File: src/sv/spq_pkg.sv
// ----------------------------------------------------------------------------
// spq_pkg
// Shared types and constants for the sorted priority queue core.
// ----------------------------------------------------------------------------
package spq_pkg;

	localparam int CAPACITY_DEF = 16;
	localparam int VALUE_BITS   = 32;
	localparam int PRIO_BITS    = 8;
	localparam int COUNT_BITS   = 5;

	typedef enum logic [1:0] {
		CMD_PUSH  = 2'd0,
		CMD_POP   = 2'd1,
		CMD_FRONT = 2'd2
	} spq_cmd_t;

	typedef enum logic [1:0] {
		ST_OK    = 2'd0,
		ST_EMPTY = 2'd1,
		ST_FULL  = 2'd2
	} spq_status_t;

	typedef struct packed {
		logic [1:0]            command;
		logic [VALUE_BITS-1:0] item_value;
		logic [PRIO_BITS-1:0]  item_priority;
	} spq_in_t;

	typedef struct packed {
		logic [VALUE_BITS-1:0] head_value;
		logic [1:0]            status;
		logic [COUNT_BITS-1:0] entry_count;
	} spq_out_t;

	// operation broadcast to every cell of the chain
	typedef struct packed {
		logic                  push;
		logic                  pop;
		logic [PRIO_BITS-1:0]  prio;
		logic [VALUE_BITS-1:0] value;
	} spq_op_t;

	// what one cell shows its neighbors
	typedef struct packed {
		logic                  keep;
		logic [PRIO_BITS-1:0]  prio;
		logic [VALUE_BITS-1:0] value;
	} spq_slot_t;

endpackage

File: src/sv/spq_cell.sv
// ----------------------------------------------------------------------------
// spq_cell
// One slot of the sorted chain: holds, takes the new entry, or shifts.
// ----------------------------------------------------------------------------
module spq_cell
	import spq_pkg::*;
(
	input  logic      clk,
	input  spq_op_t   op,
	input  logic      occupied,
	input  spq_slot_t left,
	input  spq_slot_t right,
	output spq_slot_t slot
);

	logic [PRIO_BITS-1:0]  prio_q;
	logic [VALUE_BITS-1:0] value_q;

	// entry stays ahead of a new push of equal or lower priority
	assign slot.keep  = occupied && (prio_q >= op.prio);
	assign slot.prio  = prio_q;
	assign slot.value = value_q;

	always_ff @(posedge clk) begin
		if (op.push && !slot.keep) begin
			if (left.keep) begin
				prio_q  <= op.prio;
				value_q <= op.value;
			end else begin
				prio_q  <= left.prio;
				value_q <= left.value;
			end
		end else if (op.pop) begin
			prio_q  <= right.prio;
			value_q <= right.value;
		end
	end

endmodule

File: src/sv/sorted_priority_queue_core.sv
// ----------------------------------------------------------------------------
// sorted_priority_queue_core
// Bounded priority queue kept sorted in a chain of register cells.
// ----------------------------------------------------------------------------
// Takes one push, pop or front per clock while in_ready is high. Every slot
// compares its priority with the pushed one in parallel, so a push makes room
// and a pop shifts the whole chain one place toward the head. Each transfer
// on the input gives exactly one result, registered in the next cycle; the
// input stays ready while the result register is empty or being drained, so
// back-to-back transfers run at one per cycle. Equal priorities leave in
// arrival order. Pop/front on an empty queue reports empty; a push to a full
// queue is dropped and reports full. Slot contents are not reset, only the
// entry count and the result valid flag.
// ----------------------------------------------------------------------------
module sorted_priority_queue_core
	import spq_pkg::*;
#(
	parameter int CAPACITY = CAPACITY_DEF
) (
	input  logic     clk,
	input  logic     arst_n,
	input  logic     in_valid,
	output logic     in_ready,
	input  spq_in_t  in_data,
	output logic     out_valid,
	input  logic     out_ready,
	output spq_out_t out_data
);

	localparam int CW = $clog2(CAPACITY + 1);

	logic [CW-1:0] count_q;
	logic [CW-1:0] count_nxt;
	logic          out_valid_q;
	spq_out_t      out_data_q;
	spq_out_t      result;
	spq_op_t       op;
	logic          accept;
	logic          full;
	logic          empty;

	spq_slot_t slots [CAPACITY];

	assign accept = in_valid && in_ready;
	assign full   = (count_q == CW'(CAPACITY));
	assign empty  = (count_q == '0);

	// decode the command against the current fill level
	always_comb begin
		op.push            = 1'b0;
		op.pop             = 1'b0;
		op.prio            = in_data.item_priority;
		op.value           = in_data.item_value;
		count_nxt          = count_q;
		result.head_value  = '0;
		result.status      = ST_OK;
		case (spq_cmd_t'(in_data.command))
			CMD_PUSH: begin
				if (full) begin
					result.status = ST_FULL;
				end else begin
					op.push   = accept;
					count_nxt = count_q + CW'(1);
				end
			end
			CMD_POP: begin
				if (empty) begin
					result.status = ST_EMPTY;
				end else begin
					op.pop            = accept;
					result.head_value = slots[0].value;
					count_nxt         = count_q - CW'(1);
				end
			end
			CMD_FRONT: begin
				if (empty) begin
					result.status = ST_EMPTY;
				end else begin
					result.head_value = slots[0].value;
				end
			end
			default: begin
			end
		endcase
		// the count is cut to the field width
		result.entry_count = COUNT_BITS'(count_nxt);
	end

	// the chain: slot 0 is the head, new entries enter from the left
	for (genvar i = 0; i < CAPACITY; i++) begin : g_cell
		spq_slot_t left_in;
		spq_slot_t right_in;

		if (i == 0) begin : g_head
			assign left_in = '{keep: 1'b1, prio: op.prio, value: op.value};
		end else begin : g_mid
			assign left_in = slots[i-1];
		end

		if (i == CAPACITY - 1) begin : g_tail
			assign right_in = slots[i];
		end else begin : g_body
			assign right_in = slots[i+1];
		end

		spq_cell u_cell (
			.clk      (clk),
			.op       (op),
			.occupied (CW'(i) < count_q),
			.left     (left_in),
			.right    (right_in),
			.slot     (slots[i])
		);
	end

	always_ff @(posedge clk or negedge arst_n) begin
		if (!arst_n) begin
			count_q     <= '0;
			out_valid_q <= 1'b0;
		end else begin
			if (accept) begin
				count_q     <= count_nxt;
				out_valid_q <= 1'b1;
			end else if (out_ready) begin
				out_valid_q <= 1'b0;
			end
		end
	end

	always_ff @(posedge clk) begin
		if (accept) begin
			out_data_q <= result;
		end
	end

	// result register frees up as it is drained
	assign in_ready  = !out_valid_q || out_ready;
	assign out_valid = out_valid_q;
	assign out_data  = out_data_q;

endmodule

File: config.mk
export PLATFORM = sky130hd
export DESIGN_NAME = sorted_priority_queue_core
export DESIGN_NICKNAME = d
export VERILOG_FILES = /design/src/sv/spq_pkg.sv /design/src/sv/spq_cell.sv /design/src/sv/sorted_priority_queue_core.sv
export SDC_FILE = /design/constraint.sdc
export NUM_CORES = 2
export LEC_CHECK = 0
export ABC_AREA = 1
export BUFFER_PORTS_ARGS = -buffer_cell sky130_fd_sc_hd__buf_2
export CORE_ASPECT_RATIO = 0.7
export CORE_MARGIN = 2
export CORE_UTILIZATION = 50
export CTS_CLUSTER_DIAMETER = 40
export CTS_CLUSTER_SIZE = 20
export DETAILED_ROUTE_END_ITERATION = 16
export PLACE_DENSITY = 0.74
export SETUP_SLACK_MARGIN = 0.3
export SYNTH_ARGS = -nofsm -noshare
export SYNTH_HDL_FRONTEND = slang
export SYNTH_HIERARCHICAL = 1
export SYNTH_SLANG_ARGS = --single-unit
File: constraint.sdc
create_clock -name clk -period 6.5 [get_ports clk]
set_input_delay 0.65 -clock clk [delete_from_list [all_inputs] [get_ports clk]]
set_output_delay 0.65 -clock clk [all_outputs]
set_load 0.02 [all_outputs]
**Word-level counts from Yosys, hierarchy flattened**

Index checks and enable logic that the tools add are counted.

- Bits in read-only memories: 0
- Memories kept: 0
- Latch bits: 0
- Register bits after elaboration: 685
- RAM bits: 0

- Magnitude comparators: 32
- Eq/ne operators: 3
- Muxes and demuxes: 102
- Add/subtract/negate cells: 2
- Reduce and logical (&&, ||, !) cells: 71
- Div/mod/pow operators: 0
- Shift operators: 0
- Multiply operators: 0
- Bitwise operators: 1

Operators by type and width:

| operator | number |
|---|---|
| 32-bit two-way mux | 45 |
| 8-bit two-way mux | 45 |
| 8-bit >= comparator | 16 |
| 4-bit by 5-bit < comparator with 1-bit output (first input constant) | 8 |
| 1-bit logical AND | 33 |
| 2-bit nonzero test | 16 |
| 3-bit by 5-bit < comparator with 1-bit output (first input constant) | 4 |
| 1-bit logical NOT | 17 |
| 1-bit by 5-bit < comparator with 1-bit output (first input constant) | 2 |
| 2-bit by 5-bit < comparator with 1-bit output (first input constant) | 2 |
| 5-bit two-way mux | 2 |
| 5-bit case mux with 2 select lines | 1 |
| 1-bit two-way mux | 7 |
| 5-bit by 1-bit adder with 5-bit output (second input constant) | 1 |
| 5-bit == test (second input constant) | 1 |
| 5-bit logical NOT | 1 |
| 5-bit by 1-bit subtractor with 5-bit output (second input constant) | 1 |
| 2-bit case mux with 2 select lines | 1 |
| 2-bit OR reduction | 2 |
| 2-bit by 1-bit == test with 1-bit output (second input constant) | 1 |
| 2-bit == test (second input constant) | 1 |
| 2-bit logical NOT | 1 |
| 2-bit two-way mux | 1 |
| 1-bit logical OR | 1 |
| 1-bit inverter | 1 |

**Logic depth before layout (Yosys ltp)**

- Depth after elaboration: 7
- Mapped depth: 16
- Gate-level depth less buffers: 14

**Hierarchy**

The synthesis kept the hierarchy.

Modules (own cells, without submodules):

| module | cells each | sequential area each (µm²) | times used | area an instance (µm²) |
|---|---|---|---|---|
| spq_cell at g_cell[0].u_cell ... | 257 | 1,201.2 | 9 | 2,534.9 |
| spq_cell at g_cell[3].u_cell ... | 257 | 1,201.2 | 7 | 2,539.9 |
| sorted_priority_queue_core | 234 | 1,321.3 | 1 | 2,223.4 |

**Least setup slack after synthesis**

OpenSTA, ideal clock, no wires.

- Path kind: in2reg
- Start: in out_ready
- End: reg g_cell[3].u_cell.prio_q[0], enable pin
- Path slack: 3.125 ns
- Path buffers: 2
- Library setup time: 0.398 ns
- Stages: 8
- Arrival: 2.977 ns
- Required time: 6.102 ns
- Cell sequence: inv_1 -> nand2_1 -> nand2_1 -> nor2_1 -> clkbuf_1 -> nand2_4 -> buf_6 -> nand2_1

RTL lines:

| item | RTL line | source |
|---|---|---|
| start, declared | sorted_priority_queue_core.sv:26 | `input logic out_ready,` |
| end signal, assigned | spq_cell.sv:27 | `prio_q <= op.prio;` |
| end signal, assigned | spq_cell.sv:30 | `prio_q <= left.prio;` |
| end signal, assigned | spq_cell.sv:34 | `prio_q <= right.prio;` |
| end, declared | spq_cell.sv:16 | `logic [PRIO_BITS-1:0] prio_q;` |

==> reports/qor.yml <==
status: "finished, final reports clean"
avgSynthCellArea_um2: 9.85
setup_tns_ns: 0
core_um2: 84500
wl_per_cell_um: 18.1
maxCapViolCount: 0
cpMostUsedCell: "nand2_1"
cts.sinks: 685
seq_area_um2: 20500
yosysWarnings: 6
leakage_nw: 19.8
hold_path.class: "input port to flip-flop"
cts_buffer_depth: 3
dp.cells: 5337
track_usage: 0.222
cts_made_buffers: 87
ant_nets: 0
grt_pass1_wl_mm: 161
fin_crit_ns: 4.31
cts-root-buf: "clkbuf_16"
stdcell_count: 5499
crit_slowest_cell: "nand2_2"
htreeDepth: 3
gr-usage-met1: 0.381
post_cts_buffers: 0
fmax_ghz: 0.232
overflow: 0
rows: 89
initial_core_util: 0.507
hpwl_mm: 69.2
max-vdd-ir-drop_uv: 198
synthToLayoutAreaGrowth_pct: 7.93
path_cells: "inv_1 -> ha_1 -> nand2_1 -> inv_1 -> nand2_1 -> nand2_1 -> nor2_4 -> buf_12 -> nand2_4 -> nand2_2"
p_per_area_nw_per_um2: 326
drv_slew: 0
routed-via-count: 30500
nFillCells: 7312
grt_max_degree: 127
first_pass_iters: 6
slew_headroom: 0.245
min_period_over_period: 0.664
top_usage_layer: "met1"
slowest_delay_ns: 0.80
met3_usage: 0.0342
antenna_found_initial: 0
final_nets: 4471
hold_viol_final: 0
cp_data_arrival_time_ns: 4.59
drt-total-wl_mm: 99.4
finish.instance_area_um2: 46200
netlist_area_um2: 42800
gp_congestion: 0.822
via_per_inst: 5.54
fin_skew_ns: 0.0338
placed_cell_area_um2: 43200
diodes: 0
clk_latency_ns: 0.67
die_y_um: 249
io_pins: 87
finalSetupViolations: 0
critPathKind: "flip-flop to flip-flop"
design.die.area_um2: 88000
cts_tree: "built"
critPathCaptureType: "flip-flop"
route.detailed.drc: 0
syn_inst: 4345
multi_input_area_um2: 19500
met2_usage: 0.284
grt_pass1_vias: 28100
die_x_um: 354
rsz0062_at_grt: "false"
drtIter0Drc: 3537
path_clk_slew_ns: 0.06
required_ns: 6.77
place.port_buffers: 86
fin_util: 0.547
startpoint_type: "flip-flop"
cp_max_fo: 91
worst_pin_slew_ns: 1.12
drive_above_1_share: 0.263
-- critical path: cells and delay by family, from the launching register on --
family,cells,cell delay [ns]
adder cells (fa/ha/maj),1,0.28
buffers and inverters,3,0.72
AND/OR/NAND/NOR,6,2.24
flip-flops,1,0.58
-- state kept, by name, indices dropped and copies added, names as in the netlist --
register and cells:
out_data 39, out_valid 1, g_cell.u_cell/prio_q 128, g_cell.u_cell/value_q 512, count_q 5
-- final cells by class --
cell class              count  share of cell area
inverters                 259              0.0210
repair buffers            132              0.0174
well taps                1137              0.0308
clock inverters            67              0.0158
flip-flops and latches    685               0.445
clock buffers              94              0.0481
multi-input cells        3125               0.422
-- layout by cell type (no fill, tap or decap), types with 2 or more instances in the layout --
| cell type | n |
|---|---|
| nand2_1 | 1308 |
| edfxtp_1 | 679 |
| nand3_1 | 653 |
| mux2_2 | 640 |
| inv_1 | 256 |
| nand2_2 | 163 |
| ha_1 | 135 |
| clkbuf_16 | 88 |
| nor2_1 | 87 |
| buf_2 | 86 |
| buf_4 | 43 |
| a21oi_1 | 33 |
| nand2_4 | 32 |
| inv_6 | 20 |
| nand3_2 | 19 |
| nand4_1 | 18 |
| a21o_1 | 16 |
| clkinvlp_4 | 13 |
| inv_8 | 9 |
| o21ai_0 | 7 |
| clkinv_2 | 7 |
| clkbuf_1 | 6 |
| dfrtp_1 | 6 |
| clkinv_4 | 5 |
| bufinv_16 | 4 |
| conb_1 | 4 |
| inv_2 | 3 |
| clkinv_8 | 3 |
| nor2_4 | 2 |
| clkinv_16 | 2 |
| inv_16 | 2 |
| clkinv_1 | 2 |
| buf_12 | 2 |
-- what timing repair did --
action / CTS / global route
hold buffers: 1 / 0
resized for setup: 0 / 0
hold endpoints to repair: 6 / 0
-- metal layers --
metal	vias up	part of all wire
met5	-	0
met4	0	0.013
met3	103	0.10
met2	1459	0.37
met1	14100	0.51
li1	14800	-
-- worst paths after layout --
path | start | to | slack [ns] | cells past startpoint
max in group asynchronous | arst_n | count_q[4]$_DFFE_PN0N_ | 6.01 | 2
setup / recovery | count_q[1]$_DFFE_PN0N_ | g_cell[0].u_cell/value_q[23]$_DFFE_PP_ | 2.19 | 10
hold / removal | out_ready | out_valid$_DFFE_PN0P_ | 0.26 | 4
min in group asynchronous | arst_n | count_q[0]$_DFFE_PN0N_ | 0.34 | 2
setup reg to reg | count_q[1]$_DFFE_PN0N_ | g_cell[0].u_cell/value_q[23]$_DFFE_PP_ | 2.19 | 10
hold reg to reg | out_valid$_DFFE_PN0P_ | out_valid$_DFFE_PN0P_ | 0.52 | 2
-- through the flow --
| step | worst slack (ns) | hold slack [ns] | power [mW] |
|---|---|---|---|
| after floorplan | 3.13 | 0.354 | 9.41 |
| after global placement | 2.28 | 0.484 | 10.1 |
| after detailed placement | 2.20 | 0.484 | 10.2 |
| after CTS | 2.20 | 0.222 | 15.1 |
| after global routing | 1.94 | 0.292 | 15.8 |
| final | 2.19 | 0.260 | 15.0 |
-- where the power goes --
part	internal (mW)	switching, mW	total (mW)
Sequential	5.61	0.351	5.96
Clock	2.75	2.16	4.91
Combinational	1.72	2.47	4.18
No activity file was read; power rests on OpenSTA's default activity.
